$ cat config.mk
export PLATFORM = sky130hd
export DESIGN_NAME = tagged_block_allocation_map
export DESIGN_NICKNAME = d
export VERILOG_FILES = /design/src/sv/tbam_pkg.sv /design/src/sv/tagged_block_allocation_map.sv /design/src/sv/tbam_map_mem.sv /design/src/sv/tbam_seq.sv /design/src/sv/tbam_res_buf.sv
export SDC_FILE = /design/constraint.sdc
export NUM_CORES = 2
export LEC_CHECK = 0
export ABC_AREA = 1
export BUFFER_PORTS_ARGS = -buffer_cell sky130_fd_sc_hd__buf_2
export CAP_MARGIN = 20
export CORE_MARGIN = 4
export CORE_UTILIZATION = 30
export CTS_CLUSTER_DIAMETER = 200
export CTS_CLUSTER_SIZE = 28
export DETAILED_ROUTE_END_ITERATION = 8
export PLACE_DENSITY = 0.43
export SLEW_MARGIN = 20
export SYNTH_ARGS = -nofsm -noshare
export SYNTH_HDL_FRONTEND = slang
export SYNTH_SLANG_ARGS = --single-unit
$ cat constraint.sdc
create_clock -name clk -period 5.95 [get_ports clk]
set_input_delay 0.8925 -clock clk [delete_from_list [all_inputs] [get_ports clk]]
set_output_delay 0.8925 -clock clk [all_outputs]
set_load 0.01 [all_outputs]
$ cat src/sv/tbam_pkg.sv
`timescale 1ns / 1ps
// ----------------------------------------------------------------------------
// tbam_pkg
// Shared codes, constants and record types of the tagged block allocation map.
// ----------------------------------------------------------------------------
package tbam_pkg;

    localparam logic [7:0]  FREE_MARK  = 8'hff;
    localparam logic [31:0] EXTRA_BASE = 32'h4010_8000;
    localparam int          RUN_MAX    = 64;

    // operation codes
    localparam logic [2:0] FN_ALLOC   = 3'd0;
    localparam logic [2:0] FN_RELEASE = 3'd1;
    localparam logic [2:0] FN_FREE    = 3'd2;
    localparam logic [2:0] FN_LOOKUP  = 3'd3;
    localparam logic [2:0] FN_PLACE   = 3'd4;
    localparam logic [2:0] FN_EXCH    = 3'd5;

    // status codes
    localparam logic [1:0] ST_OK      = 2'd0;
    localparam logic [1:0] ST_OOM     = 2'd1;
    localparam logic [1:0] ST_MISSING = 2'd2;

    // move codes
    localparam logic [1:0] MV_NONE = 2'd0;
    localparam logic [1:0] MV_COPY = 2'd1;
    localparam logic [1:0] MV_SWAP = 2'd2;

    // one buffered result, without the final used count
    typedef struct packed {
        logic [1:0] status;
        logic [7:0] eidx;
        logic [7:0] pidx;
        logic [1:0] move;
        logic       ev;
        logic       pv;
    } res_rec_t;

    // handoff from sequencer to result drain
    typedef struct packed {
        logic       start;
        logic [6:0] n;
        logic [6:0] used;
    } drain_cmd_t;

endpackage

$ cat src/sv/tagged_block_allocation_map.sv
`timescale 1ns / 1ps
// Each map walk reads one entry per cycle. The blocks of a run are handled in
// turn; a place walks the map when its home entry does not already match.
// Each result is read from the result buffer, then loaded into the output
// register; the next beat is taken once the last result is loaded into the
// output register.
// Reset clears the valid bits of the map (all entries free) and the used count.
// ----------------------------------------------------------------------------
// tagged_block_allocation_map
// Allocation table of physical memory blocks with owner and tag per entry.
// ----------------------------------------------------------------------------
module tagged_block_allocation_map
    import tbam_pkg::*;
#(
    parameter int MAP_ENTRIES = 64,
    parameter int BLOCK_BYTES = 512
)
(
    input  logic        clk,
    input  logic        rst_n,
    // input beats
    input  logic        s_tvalid,
    output logic        s_tready,
    // func[2:0], owner_slot[10:3], peer_slot[18:11], first_block[25:19],
    // block_count[32:26], zero fill above
    input  logic [39:0] s_tdata,
    // segment_kind[0]
    input  logic        s_tuser,
    // result beats
    output logic        m_tvalid,
    input  logic        m_tready,
    // status[1:0], entry_index[7:2], peer_index[13:8], move_kind[15:14],
    // entry_address[47:16], peer_address[79:48], used_blocks[86:80], zero [87]
    output logic [87:0] m_tdata,
    // last_of_run
    output logic        m_tlast,
    // configuration writes
    input  logic        cfg_we,
    input  logic [1:0]  cfg_index,
    input  logic [31:0] cfg_wdata
);

    localparam int IW = (MAP_ENTRIES > 1) ? $clog2(MAP_ENTRIES) : 1;
    localparam int CW = $clog2(MAP_ENTRIES + 1);

    localparam logic [1:0] CFG_DATA_BLOCKS = 2'd0;
    localparam logic [1:0] CFG_CODE_BLOCKS = 2'd1;
    localparam logic [1:0] CFG_DATA_BASE   = 2'd2;
    localparam logic [1:0] CFG_CODE_BASE   = 2'd3;

    logic [6:0]  drb_reg;
    logic [6:0]  crb_reg;
    logic [31:0] dbase_reg;
    logic [31:0] cbase_reg;

    logic          rd_en;
    logic [IW-1:0] rd_addr;
    logic [15:0]   rd_data;
    logic          wr_en;
    logic [IW-1:0] wr_addr;
    logic [15:0]   wr_data;
    logic          push_en;
    logic [5:0]    push_addr;
    res_rec_t      push_rec;
    drain_cmd_t    cmd;
    logic          drain_busy;

    logic [1:0]  status;
    logic [5:0]  entry_index;
    logic [5:0]  peer_index;
    logic [1:0]  move_kind;
    logic [31:0] entry_address;
    logic [31:0] peer_address;
    logic [6:0]  used_blocks;

    // Layout registers: user writes only while the block is idle; not enforced.
    always_ff @(posedge clk or negedge rst_n)
    begin
        if (!rst_n)
        begin
            drb_reg   <= 7'd16;
            crb_reg   <= 7'd16;
            dbase_reg <= 32'd0;
            cbase_reg <= 32'd0;
        end
        else if (cfg_we)
        begin
            unique case (cfg_index)
                CFG_DATA_BLOCKS: drb_reg   <= cfg_wdata[6:0];
                CFG_CODE_BLOCKS: crb_reg   <= cfg_wdata[6:0];
                CFG_DATA_BASE:   dbase_reg <= cfg_wdata;
                CFG_CODE_BASE:   cbase_reg <= cfg_wdata;
                default:         drb_reg   <= drb_reg;
            endcase
        end
    end

    // Map storage: owner in the upper byte, tag in the lower byte.
    tbam_map_mem #(
        .MAP_ENTRIES (MAP_ENTRIES),
        .IW          (IW)
    ) u_map (
        .clk     (clk),
        .rst_n   (rst_n),
        .rd_en   (rd_en),
        .rd_addr (rd_addr),
        .rd_data (rd_data),
        .wr_en   (wr_en),
        .wr_addr (wr_addr),
        .wr_data (wr_data)
    );

    // Sequencer: scan, edit and push one result per block of the run.
    tbam_seq #(
        .MAP_ENTRIES (MAP_ENTRIES),
        .IW          (IW),
        .CW          (CW)
    ) u_seq (
        .clk        (clk),
        .rst_n      (rst_n),
        .in_valid   (s_tvalid),
        .in_ready   (s_tready),
        .func       (s_tdata[2:0]),
        .owner      (s_tdata[10:3]),
        .peer       (s_tdata[18:11]),
        .kind       (s_tuser),
        .first      (s_tdata[25:19]),
        .count      (s_tdata[32:26]),
        .drb        (drb_reg),
        .rd_en      (rd_en),
        .rd_addr    (rd_addr),
        .rd_data    (rd_data),
        .wr_en      (wr_en),
        .wr_addr    (wr_addr),
        .wr_data    (wr_data),
        .push_en    (push_en),
        .push_addr  (push_addr),
        .push_rec   (push_rec),
        .drain_busy (drain_busy),
        .cmd        (cmd)
    );

    // Hold results until the operation ends so each carries the final count.
    tbam_res_buf #(
        .BLOCK_BYTES (BLOCK_BYTES)
    ) u_res (
        .clk           (clk),
        .rst_n         (rst_n),
        .push_en       (push_en),
        .push_addr     (push_addr),
        .push_rec      (push_rec),
        .cmd           (cmd),
        .busy          (drain_busy),
        .drb           (drb_reg),
        .crb           (crb_reg),
        .dbase         (dbase_reg),
        .cbase         (cbase_reg),
        .out_valid     (m_tvalid),
        .out_ready     (m_tready),
        .status        (status),
        .entry_index   (entry_index),
        .peer_index    (peer_index),
        .move_kind     (move_kind),
        .entry_address (entry_address),
        .peer_address  (peer_address),
        .used_blocks   (used_blocks),
        .last_of_run   (m_tlast)
    );

    // Pack the result beat, lowest field first.
    assign m_tdata = {1'b0, used_blocks, peer_address, entry_address, move_kind,
                      peer_index, entry_index, status};

endmodule

$ cat src/sv/tbam_map_mem.sv
`timescale 1ns / 1ps
// ----------------------------------------------------------------------------
// tbam_map_mem
// Map storage: owner and tag per entry, one write and one registered read port.
// ----------------------------------------------------------------------------
module tbam_map_mem
#(
    parameter int MAP_ENTRIES = 64,
    parameter int IW          = 6
)
(
    input  logic          clk,
    input  logic          rst_n,
    input  logic          rd_en,
    input  logic [IW-1:0] rd_addr,
    output logic [15:0]   rd_data,
    input  logic          wr_en,
    input  logic [IW-1:0] wr_addr,
    input  logic [15:0]   wr_data
);

    logic [15:0] mem [MAP_ENTRIES];
    logic [MAP_ENTRIES-1:0] vld_reg;
    logic [15:0] rd_reg;
    logic        rvld_reg;

    // entries never written read as free
    always_ff @(posedge clk or negedge rst_n)
    begin
        if (!rst_n)
        begin
            vld_reg  <= '0;
            rvld_reg <= 1'b0;
        end
        else
        begin
            if (wr_en)
            begin
                vld_reg[wr_addr] <= 1'b1;
            end
            if (rd_en)
            begin
                rvld_reg <= vld_reg[rd_addr];
            end
        end
    end

    always_ff @(posedge clk)
    begin
        if (wr_en)
        begin
            mem[wr_addr] <= wr_data;
        end
        if (rd_en)
        begin
            rd_reg <= mem[rd_addr];
        end
    end

    assign rd_data = rvld_reg ? rd_reg : 16'hffff;

endmodule

$ cat src/sv/tbam_seq.sv
`timescale 1ns / 1ps
// ----------------------------------------------------------------------------
// tbam_seq
// Operation sequencer: scans the map, edits entries and pushes results.
// ----------------------------------------------------------------------------
module tbam_seq
    import tbam_pkg::*;
#(
    parameter int MAP_ENTRIES = 64,
    parameter int IW          = 6,
    parameter int CW          = 7
)
(
    input  logic             clk,
    input  logic             rst_n,
    input  logic             in_valid,
    output logic             in_ready,
    input  logic [2:0]       func,
    input  logic [7:0]       owner,
    input  logic [7:0]       peer,
    input  logic             kind,
    input  logic [6:0]       first,
    input  logic [6:0]       count,
    input  logic [6:0]       drb,
    output logic             rd_en,
    output logic [IW-1:0]    rd_addr,
    input  logic [15:0]      rd_data,
    output logic             wr_en,
    output logic [IW-1:0]    wr_addr,
    output logic [15:0]      wr_data,
    output logic             push_en,
    output logic [5:0]       push_addr,
    output res_rec_t         push_rec,
    input  logic             drain_busy,
    output drain_cmd_t       cmd
);

    typedef enum logic [3:0] {
        S_IDLE, S_START, S_BLOCK, S_PL_CHK, S_SCAN_INIT, S_SCAN,
        S_POST, S_WR_B, S_NEXT, S_FINISH
    } state_t;

    typedef enum logic [1:0] {M_ALLOC, M_FIND, M_PAIR, M_FREE} mode_t;

    state_t         state_reg, state_next;
    mode_t          mode_reg, mode_next;
    logic [2:0]     func_reg, func_next;
    logic [7:0]     owner_reg, owner_next;
    logic [7:0]     peer_reg, peer_next;
    logic           kind_reg, kind_next;
    logic [6:0]     blk_reg, blk_next;
    logic [6:0]     left_reg, left_next;
    logic [6:0]     n_reg, n_next;
    logic [CW-1:0]  used_reg, used_next;
    logic [CW-1:0]  ptr_reg, ptr_next;
    logic           pend_reg, pend_next;
    logic [IW-1:0]  pidx_reg, pidx_next;
    logic           ha_reg, ha_next;
    logic           hb_reg, hb_next;
    logic [IW-1:0]  ia_reg, ia_next;
    logic [IW-1:0]  ib_reg, ib_next;
    logic [IW-1:0]  home_reg, home_next;
    logic [15:0]    hdata_reg, hdata_next;
    drain_cmd_t     cmd_reg, cmd_next;

    logic [7:0] tag;
    logic [7:0] d_own;
    logic [7:0] d_tag;
    logic [7:0] home_w;
    logic       match_a;
    logic       match_b;
    logic       last;

    assign tag      = {kind_reg, blk_reg};
    assign d_own    = rd_data[15:8];
    assign d_tag    = rd_data[7:0];
    assign home_w   = {1'b0, blk_reg} + (kind_reg ? {1'b0, drb} : 8'd0);
    assign match_a  = (owner_reg != FREE_MARK) && (d_own == owner_reg) && (d_tag == tag);
    assign match_b  = (peer_reg != FREE_MARK) && (d_own == peer_reg) && (d_tag == tag);
    assign last     = (pidx_reg == IW'(MAP_ENTRIES - 1));
    assign in_ready = (state_reg == S_IDLE) && !drain_busy;
    assign cmd      = cmd_reg;
    assign push_addr = n_reg[5:0];

    always_comb
    begin
        state_next = state_reg;
        mode_next  = mode_reg;
        func_next  = func_reg;
        owner_next = owner_reg;
        peer_next  = peer_reg;
        kind_next  = kind_reg;
        blk_next   = blk_reg;
        left_next  = left_reg;
        n_next     = n_reg;
        used_next  = used_reg;
        ptr_next   = ptr_reg;
        pend_next  = pend_reg;
        pidx_next  = pidx_reg;
        ha_next    = ha_reg;
        hb_next    = hb_reg;
        ia_next    = ia_reg;
        ib_next    = ib_reg;
        home_next  = home_reg;
        hdata_next = hdata_reg;
        cmd_next   = '0;
        cmd_next.n    = cmd_reg.n;
        cmd_next.used = cmd_reg.used;
        rd_en      = 1'b0;
        rd_addr    = ptr_reg[IW-1:0];
        wr_en      = 1'b0;
        wr_addr    = ia_reg;
        wr_data    = 16'hffff;
        push_en    = 1'b0;
        push_rec   = '0;

        unique case (state_reg)
            S_IDLE:
            begin
                if (in_valid && !drain_busy)
                begin
                    func_next  = func;
                    owner_next = owner;
                    peer_next  = peer;
                    kind_next  = kind;
                    blk_next   = first;
                    left_next  = (count > 7'(RUN_MAX)) ? 7'(RUN_MAX) : count;
                    n_next     = '0;
                    state_next = S_START;
                end
            end
            S_START:
            begin
                case (func_reg)
                    FN_FREE:
                    begin
                        mode_next  = M_FREE;
                        state_next = S_SCAN_INIT;
                    end
                    FN_LOOKUP:
                    begin
                        mode_next  = M_FIND;
                        state_next = S_SCAN_INIT;
                    end
                    FN_ALLOC, FN_RELEASE, FN_PLACE, FN_EXCH:
                    begin
                        if (func_reg == FN_ALLOC && owner_reg == FREE_MARK)
                        begin
                            push_en         = 1'b1;
                            push_rec.status = ST_MISSING;
                            n_next          = n_reg + 7'd1;
                            state_next      = S_FINISH;
                        end
                        else if (left_reg == '0)
                        begin
                            push_en    = 1'b1;
                            n_next     = n_reg + 7'd1;
                            state_next = S_FINISH;
                        end
                        else
                        begin
                            state_next = S_BLOCK;
                        end
                    end
                    default:
                    begin
                        push_en    = 1'b1;
                        n_next     = n_reg + 7'd1;
                        state_next = S_FINISH;
                    end
                endcase
            end
            S_BLOCK:
            begin
                case (func_reg)
                    FN_ALLOC:
                    begin
                        mode_next  = M_ALLOC;
                        state_next = S_SCAN_INIT;
                    end
                    FN_EXCH:
                    begin
                        mode_next  = M_PAIR;
                        state_next = S_SCAN_INIT;
                    end
                    FN_PLACE:
                    begin
                        if (home_w >= 8'(MAP_ENTRIES))
                        begin
                            push_en         = 1'b1;
                            push_rec.status = ST_MISSING;
                            n_next          = n_reg + 7'd1;
                            state_next      = S_FINISH;
                        end
                        else
                        begin
                            rd_en      = 1'b1;
                            rd_addr    = home_w[IW-1:0];
                            home_next  = home_w[IW-1:0];
                            state_next = S_PL_CHK;
                        end
                    end
                    default:
                    begin
                        mode_next  = M_FIND;
                        state_next = S_SCAN_INIT;
                    end
                endcase
            end
            S_PL_CHK:
            begin
                hdata_next = rd_data;
                if (match_a)
                begin
                    push_en       = 1'b1;
                    push_rec.eidx = 8'(home_reg);
                    push_rec.pidx = 8'(home_reg);
                    push_rec.ev   = 1'b1;
                    push_rec.pv   = 1'b1;
                    n_next        = n_reg + 7'd1;
                    state_next    = S_NEXT;
                end
                else
                begin
                    mode_next  = M_FIND;
                    state_next = S_SCAN_INIT;
                end
            end
            S_SCAN_INIT:
            begin
                ptr_next   = '0;
                pend_next  = 1'b0;
                ha_next    = 1'b0;
                hb_next    = 1'b0;
                state_next = S_SCAN;
            end
            S_SCAN:
            begin
                // issue one read per cycle, judge the entry read last cycle
                if (ptr_reg < CW'(MAP_ENTRIES))
                begin
                    rd_en     = 1'b1;
                    ptr_next  = ptr_reg + CW'(1);
                    pend_next = 1'b1;
                    pidx_next = ptr_reg[IW-1:0];
                end
                else
                begin
                    pend_next = 1'b0;
                end
                if (pend_reg)
                begin
                    case (mode_reg)
                        M_ALLOC:
                        begin
                            if (d_own == FREE_MARK)
                            begin
                                ha_next    = 1'b1;
                                ia_next    = pidx_reg;
                                state_next = S_POST;
                            end
                            else if (last)
                            begin
                                state_next = S_POST;
                            end
                        end
                        M_FIND:
                        begin
                            if (match_a)
                            begin
                                ha_next    = 1'b1;
                                ia_next    = pidx_reg;
                                state_next = S_POST;
                            end
                            else if (last)
                            begin
                                state_next = S_POST;
                            end
                        end
                        M_PAIR:
                        begin
                            if (match_a && !ha_reg)
                            begin
                                ha_next = 1'b1;
                                ia_next = pidx_reg;
                            end
                            if (match_b && !hb_reg)
                            begin
                                hb_next = 1'b1;
                                ib_next = pidx_reg;
                            end
                            if (((ha_reg || match_a) && (hb_reg || match_b)) || last)
                            begin
                                state_next = S_POST;
                            end
                        end
                        default:
                        begin
                            if (owner_reg != FREE_MARK && d_own == owner_reg)
                            begin
                                wr_en     = 1'b1;
                                wr_addr   = pidx_reg;
                                used_next = used_reg - CW'(1);
                            end
                            if (last)
                            begin
                                state_next = S_POST;
                            end
                        end
                    endcase
                end
            end
            S_POST:
            begin
                push_en = 1'b1;
                n_next  = n_reg + 7'd1;
                case (func_reg)
                    FN_LOOKUP:
                    begin
                        push_rec.status = ha_reg ? ST_OK : ST_MISSING;
                        push_rec.eidx   = ha_reg ? 8'(ia_reg) : 8'd0;
                        push_rec.ev     = ha_reg;
                        state_next      = S_FINISH;
                    end
                    FN_ALLOC:
                    begin
                        if (!ha_reg)
                        begin
                            push_rec.status = ST_OOM;
                            state_next      = S_FINISH;
                        end
                        else
                        begin
                            wr_en         = 1'b1;
                            wr_data       = {owner_reg, tag};
                            used_next     = used_reg + CW'(1);
                            push_rec.eidx = 8'(ia_reg);
                            push_rec.ev   = 1'b1;
                            state_next    = S_NEXT;
                        end
                    end
                    FN_RELEASE:
                    begin
                        if (!ha_reg)
                        begin
                            push_rec.status = ST_MISSING;
                            state_next      = S_FINISH;
                        end
                        else
                        begin
                            wr_en         = 1'b1;
                            used_next     = used_reg - CW'(1);
                            push_rec.eidx = 8'(ia_reg);
                            push_rec.ev   = 1'b1;
                            state_next    = S_NEXT;
                        end
                    end
                    FN_EXCH:
                    begin
                        if (!(ha_reg && hb_reg))
                        begin
                            push_rec.status = ST_MISSING;
                            state_next      = S_FINISH;
                        end
                        else
                        begin
                            wr_en         = 1'b1;
                            wr_data       = {peer_reg, tag};
                            push_rec.eidx = 8'(ia_reg);
                            push_rec.pidx = 8'(ib_reg);
                            push_rec.ev   = 1'b1;
                            push_rec.pv   = 1'b1;
                            push_rec.move = MV_COPY;
                            state_next    = S_WR_B;
                        end
                    end
                    FN_PLACE:
                    begin
                        if (!ha_reg)
                        begin
                            push_rec.status = ST_MISSING;
                            state_next      = S_FINISH;
                        end
                        else
                        begin
                            wr_en         = 1'b1;
                            wr_addr       = home_reg;
                            wr_data       = {owner_reg, tag};
                            push_rec.eidx = 8'(home_reg);
                            push_rec.pidx = 8'(ia_reg);
                            push_rec.ev   = 1'b1;
                            push_rec.pv   = 1'b1;
                            push_rec.move = (hdata_reg[15:8] == FREE_MARK) ? MV_COPY
                                                                           : MV_SWAP;
                            state_next    = S_WR_B;
                        end
                    end
                    default:
                    begin
                        state_next = S_FINISH;
                    end
                endcase
            end
            S_WR_B:
            begin
                wr_en = 1'b1;
                if (func_reg == FN_PLACE)
                begin
                    wr_addr = ia_reg;
                    wr_data = hdata_reg;
                end
                else
                begin
                    wr_addr = ib_reg;
                    wr_data = {owner_reg, tag};
                end
                state_next = S_NEXT;
            end
            S_NEXT:
            begin
                blk_next  = blk_reg + 7'd1;
                left_next = left_reg - 7'd1;
                state_next = (left_reg == 7'd1) ? S_FINISH : S_BLOCK;
            end
            S_FINISH:
            begin
                if (!drain_busy)
                begin
                    cmd_next.start = 1'b1;
                    cmd_next.n     = n_reg;
                    cmd_next.used  = used_reg[6:0];
                    state_next     = S_IDLE;
                end
            end
            default:
            begin
                state_next = S_IDLE;
            end
        endcase
    end

    always_ff @(posedge clk or negedge rst_n)
    begin
        if (!rst_n)
        begin
            state_reg <= S_IDLE;
            used_reg  <= '0;
            pend_reg  <= 1'b0;
            cmd_reg   <= '0;
            n_reg     <= '0;
        end
        else
        begin
            state_reg <= state_next;
            used_reg  <= used_next;
            pend_reg  <= pend_next;
            cmd_reg   <= cmd_next;
            n_reg     <= n_next;
        end
    end

    always_ff @(posedge clk)
    begin
        mode_reg  <= mode_next;
        func_reg  <= func_next;
        owner_reg <= owner_next;
        peer_reg  <= peer_next;
        kind_reg  <= kind_next;
        blk_reg   <= blk_next;
        left_reg  <= left_next;
        ptr_reg   <= ptr_next;
        pidx_reg  <= pidx_next;
        ha_reg    <= ha_next;
        hb_reg    <= hb_next;
        ia_reg    <= ia_next;
        ib_reg    <= ib_next;
        home_reg  <= home_next;
        hdata_reg <= hdata_next;
    end

    a_wr_in_range: assert property (@(posedge clk) disable iff (!rst_n)
        wr_en |-> ({1'b0, wr_addr} < (IW+1)'(MAP_ENTRIES)))
        else $error("map write outside table");

    a_push_room: assert property (@(posedge clk) disable iff (!rst_n)
        push_en |-> (n_reg < 7'(RUN_MAX)))
        else $error("result buffer overflow");

    a_accept_leaves_idle: assert property (@(posedge clk) disable iff (!rst_n)
        (in_valid && in_ready) |=> (state_reg == S_START))
        else $error("accepted beat did not start an operation");

endmodule

$ cat src/sv/tbam_res_buf.sv
`timescale 1ns / 1ps
// ----------------------------------------------------------------------------
// tbam_res_buf
// Result buffer and drain: holds one operation's results, then sends them
// with the final used count and the region addresses.
// ----------------------------------------------------------------------------
module tbam_res_buf
    import tbam_pkg::*;
#(
    parameter int BLOCK_BYTES = 512
)
(
    input  logic        clk,
    input  logic        rst_n,
    input  logic        push_en,
    input  logic [5:0]  push_addr,
    input  res_rec_t    push_rec,
    input  drain_cmd_t  cmd,
    output logic        busy,
    input  logic [6:0]  drb,
    input  logic [6:0]  crb,
    input  logic [31:0] dbase,
    input  logic [31:0] cbase,
    output logic        out_valid,
    input  logic        out_ready,
    output logic [1:0]  status,
    output logic [5:0]  entry_index,
    output logic [5:0]  peer_index,
    output logic [1:0]  move_kind,
    output logic [31:0] entry_address,
    output logic [31:0] peer_address,
    output logic [6:0]  used_blocks,
    output logic        last_of_run
);

    typedef enum logic [1:0] {D_IDLE, D_RD, D_LD} dstate_t;

    dstate_t    dstate_reg;
    res_rec_t   buf_mem [RUN_MAX];
    res_rec_t   rd_reg;
    logic [6:0] total_reg;
    logic [5:0] ptr_reg;
    logic [6:0] used_reg;
    logic       ovalid_reg;
    logic [1:0]  status_reg;
    logic [5:0]  eidx_reg;
    logic [5:0]  pidx_reg;
    logic [1:0]  move_reg;
    logic [31:0] eaddr_reg;
    logic [31:0] paddr_reg;
    logic        last_reg;
    logic        is_last;

    function automatic logic [31:0] addr_of(input logic [7:0] idx, input logic [6:0] nd,
                                            input logic [6:0] nc, input logic [31:0] bd,
                                            input logic [31:0] bc);
        logic [8:0]  i9;
        logic [8:0]  j9;
        logic [8:0]  off;
        logic [31:0] base;
        i9 = {1'b0, idx};
        j9 = i9 - {2'b0, nd};
        if (i9 < {2'b0, nd})
        begin
            off  = i9;
            base = bd;
        end
        else if (j9 < {2'b0, nc})
        begin
            off  = j9;
            base = bc;
        end
        else
        begin
            off  = j9 - {2'b0, nc};
            base = EXTRA_BASE;
        end
        return base + 32'(32'(off) * 32'(BLOCK_BYTES));
    endfunction

    // a pending start counts as busy so no new operation overwrites the buffer
    assign busy    = (dstate_reg != D_IDLE) || cmd.start;
    assign is_last = ({1'b0, ptr_reg} == (total_reg - 7'd1));

    always_ff @(posedge clk)
    begin
        if (push_en)
        begin
            buf_mem[push_addr] <= push_rec;
        end
        if (dstate_reg == D_RD)
        begin
            rd_reg <= buf_mem[ptr_reg];
        end
    end

    always_ff @(posedge clk or negedge rst_n)
    begin
        if (!rst_n)
        begin
            dstate_reg <= D_IDLE;
            ovalid_reg <= 1'b0;
            total_reg  <= '0;
            ptr_reg    <= '0;
            used_reg   <= '0;
            status_reg <= '0;
            eidx_reg   <= '0;
            pidx_reg   <= '0;
            move_reg   <= '0;
            eaddr_reg  <= '0;
            paddr_reg  <= '0;
            last_reg   <= 1'b0;
        end
        else
        begin
            if (ovalid_reg && out_ready && (dstate_reg != D_LD))
            begin
                ovalid_reg <= 1'b0;
            end
            unique case (dstate_reg)
                D_IDLE:
                begin
                    if (cmd.start)
                    begin
                        total_reg  <= cmd.n;
                        used_reg   <= cmd.used;
                        ptr_reg    <= '0;
                        dstate_reg <= D_RD;
                    end
                end
                D_RD:
                begin
                    dstate_reg <= D_LD;
                end
                D_LD:
                begin
                    if (!ovalid_reg || out_ready)
                    begin
                        ovalid_reg <= 1'b1;
                        status_reg <= rd_reg.status;
                        eidx_reg   <= rd_reg.eidx[5:0];
                        pidx_reg   <= rd_reg.pidx[5:0];
                        move_reg   <= rd_reg.move;
                        eaddr_reg  <= rd_reg.ev ? addr_of(rd_reg.eidx, drb, crb, dbase, cbase)
                                                : 32'd0;
                        paddr_reg  <= rd_reg.pv ? addr_of(rd_reg.pidx, drb, crb, dbase, cbase)
                                                : 32'd0;
                        last_reg   <= is_last;
                        if (is_last)
                        begin
                            dstate_reg <= D_IDLE;
                        end
                        else
                        begin
                            ptr_reg    <= ptr_reg + 6'd1;
                            dstate_reg <= D_RD;
                        end
                    end
                end
                default:
                begin
                    dstate_reg <= D_IDLE;
                end
            endcase
        end
    end

    assign out_valid     = ovalid_reg;
    assign status        = status_reg;
    assign entry_index   = eidx_reg;
    assign peer_index    = pidx_reg;
    assign move_kind     = move_reg;
    assign entry_address = eaddr_reg;
    assign peer_address  = paddr_reg;
    assign used_blocks   = used_reg;
    assign last_of_run   = last_reg;

    a_start_when_idle: assert property (@(posedge clk) disable iff (!rst_n)
        cmd.start |-> (dstate_reg == D_IDLE))
        else $error("drain started while busy");

    a_push_when_idle: assert property (@(posedge clk) disable iff (!rst_n)
        push_en |-> (dstate_reg == D_IDLE))
        else $error("result written while drain reads buffer");

    a_total_nonzero: assert property (@(posedge clk) disable iff (!rst_n)
        cmd.start |-> (cmd.n != 7'd0))
        else $error("operation handed off with no result");

endmodule

==> metrics.md <==
| Metric | Value |
|---|---|
| Largest register FFs | `1152` |
| Critical path type | `reg2reg` |
| CP Max Fanout | `7` |
| Max VDD drop | `257 µV` |
| GRT Residual Overflow | `0` |
| CP max-delay cell | `dfrtp_1` |
| Final setup vio count | `0` |
| Largest net degree at the start of global routing | `162` |
| Most common cell after layout, fill and taps aside | `edfxtp_1` |
| Routability cong. | `0.826` |
| Fin. Hold Viols | `0` |
| Core area | `357000 µm²` |
| Clock Sinks | `2576` |
| CP startpoint kind | `flop` |
| Mean post-synth cell area | `11.9 µm²` |
| Design area | `119000 µm²` |
| Die height | `607 µm` |
| Port bufs | `162` |
| Min Hold Slack | `0.163 ns` |
| Pwr Density | `379 nW/µm²` |
| Post-Synthesis Cells | `9058` |
| Syn_nets | `9211` |
| Most frequent cells in the layout | `2295 x edfxtp_1, 1353 x o21ai_0, 1036 x nor2_1, 928 x nand2_1, 638 x inv_1` |
| Placement Setup Slack | `0.245 ns` |
| Total die area | `369000 µm²` |
| First-pass GRT wire length | `496000 µm` |
| Simple-gate portion of the synthesized area | `10.4%` |
| Ys Warns | `0` |
| Share of the yosys chip area belonging to registers | `70.5%` |
| Worst EP arrival | `6.41 ns` |
| Die Wd | `607 µm` |
| Starting density of the core | `30.2%` |
| Clk_lat worst skew | `0.94 ns` |
| Initial antenna violation count | `20` |
| FP Rows | `219` |
| Post-synth top flop | `edfxtp_1` |
| Status | `finished, final reports clean` |
| DRT Pass-1 Iters | `6` |
| Largest family of logic cells by synthesized area | `compound AO/OA/AOI/OAI gates` |
| Skew final | `0.111 ns` |
| Setup ws final | `0.427 ns` |
| Required @ worst endpoint | `6.83 ns` |
| I/O pins | `171` |
| Peak Freq | `181 MHz` |
| Clk root buf | `clkbuf_16` |
| Average vias per placed instance | `5.11` |
| Final core occ | `33.3%` |
| Drt drc | `0` |
| Synth-to-Final Area Change | `10.3%` |
| Rel. slew slack | `25.0%` |
| DR WL/cell | `24.7 µm` |
| Vias in the first global route | `68200` |
| H-tree depth | `3` |
| Worst Tran Pin Value | `1.12 ns` |
| Final ANT Viol Nets | `0` |
| RSZ-0062 raised after global routing | `no` |
| Clk slew on worst S/H paths | `0.14 ns` |
| Post-Synth XOR/XNOR Area | `0.496%` |
| Synth Register Bits | `2576` |
| Part of the cycle the worst path needs | `92.8%` |
| Fin nets | `9234` |
| Via count | `71000` |
| Final critical-path required period | `5.52 ns` |
| DP HPWL | `205000 µm` |
| CTS buffer count | `106` |
| Post-synth EDFFs | `2295` |
| Placed instance area | `116000 µm²` |
| FFs w/ async S/R, synth | `10.9%` |
| Slew Viols, Final | `0` |
| Leakage | `40.5 nW` |
| Synth Area in Adders | `0.896%` |
| Setup TNS | `0 ns` |
| Worst min path class | `in2reg` |
| Total global-route track usage | `17.8%` |
| Max incr delay on CP | `0.47 ns` |
| Detailed Route WL | `342000 µm` |
| Unique masters post-synth | `58` |
| Mapped cell area | `108000 µm²` |
| CTS tree | `built` |
| Initial DRC Count | `6906` |
| Clock buffer depth | `4` |
| Crit end category | `flop` |
| Share of layout cells above drive strength 1 | `8.58%` |
| Max-cap violations | `0` |
| Post-synthesis mux area share | `0%` |
| Synth Area in Compound Gates | `13.3%` |
-- repair_timing --
| item | 4_1_cts | 5_1_grt |
|---|---|---|
| endpoints found under the setup margin | 0 | 6 |
| gates resized for setup | 0 | 7 |
| hold buffers | 1 | 0 |
| endpoints found under the hold margin | 7 | 0 |
| buffers inserted | 0 | 1 |
-- stage by stage --
step / total power [W] / cells
floorplan: 0.0302 / 9058
global placement: 0.0364 / 13700
detailed placement: 0.0365 / 13700
CTS: 0.0455 / 13900
global route: 0.0475 / 13900
finish: 0.0450 / 13900
-- routing by layer --
layer | up-vias | global-route usage (%) | part of all wire (%)
li1 | 32700 | - | -
met1 | 36200 | 25.3 | 46
met2 | 1774 | 29.7 | 48
met3 | 298 | 1.48 | 4.3
met4 | 0 | 4.08 | 2.4
met5 | - | 0 | 0
-- final timing paths --
check / end / slack (ns) / from / depth (start not counted)
worst max-delay path: u_res.entry_address[29] / 0.43 / drb_reg[0] / 28
worst min-delay path: u_seq.func_reg[0] / 0.16 / s_tdata[0] / 1
worst max register to register: u_res.entry_address[29] / 0.43 / drb_reg[0] / 28
worst min register to register: u_map.vld_reg[56] / 0.46 / u_map.vld_reg[56] / 2
max in group asynchronous: u_map.vld_reg[22] / 4.48 / rst_n / 3
min in group asynchronous: u_res.entry_address[11] / 0.38 / rst_n / 2
-- cells by family (layout without fill, tap and decap cells) --
kind of cell,after synthesis,count (layout)
other cells,1,8
simple gates,2701,2701
compound gates,2425,2425
flops,2576,2576
fa+ha+maj,73,73
xor+xnor,61,61
buf+inv,1221,1289
-- where the power goes --
group	leakage [nW]	total, W	internal, W	switching [W]
sequential	24.6	0.0214	0.0207	0.000764
combinational	14.5	0.0145	0.00404	0.0104
clock	1.42	0.00909	0.00342	0.00567
total	40.5	0.0450	0.0281	0.0169
-- cell usage after synthesis, types with 8 or more instances --
cell type,instances,area (µm²)
o21ai_1,37,185
nand4_1,96,601
edfxtp_1,2295,68900
inv_1,641,2410
nand3_1,456,2280
nor4_1,12,75.1
nand3_2,9,90.1
a21oi_1,138,691
nor2_2,9,56.3
buf_2,88,440
nand2_2,10,62.6
dfrtp_1,279,6980
a31oi_1,22,138
o21bai_1,22,165
o211ai_1,442,3320
buf_1,25,93.8
or2_2,16,100
clkbuf_1,435,1630
ha_1,66,826
a32o_1,15,150
o21ai_0,1364,6830
xor2_1,40,350
xnor2_1,21,184
nor2_1,1100,4130
o22ai_1,215,1350
nand2_1,932,3500
buf_4,13,97.6
o21ai_2,8,70.1
a22o_1,9,78.8
clkinv_1,8,30.0
nor3_1,42,210
o221ai_1,120,1050
-- critical path: cells and delay by family (launching register included) --
family                     cells  cell delay [ns]
AOI/OAI and AO/OA             11             1.74
xor gates and xnor gates       1             0.17
adders and majority gates      5             1.69
buffers and inverters          2             0.29
DFF                            1             0.47
and+or+nand+nor                9             1.09
-- layout make-up --
| class | instances | area (µm²) |
|---|---|---|
| Fill cell | 35500 | 238000 |
| Sequential cell | 2576 | 76000 |
| Multi-Input combinational cell | 5261 | 27800 |
| Tap cell | 4751 | 5940 |
| Timing Repair Buffer | 481 | 3770 |
| Clock buffer | 149 | 2880 |
| Inverter | 655 | 2480 |
| Clock inverter | 4 | 53.8 |
| Antenna cell | 7 | 17.5 |
No activity file was read; power rests on OpenSTA's default activity.
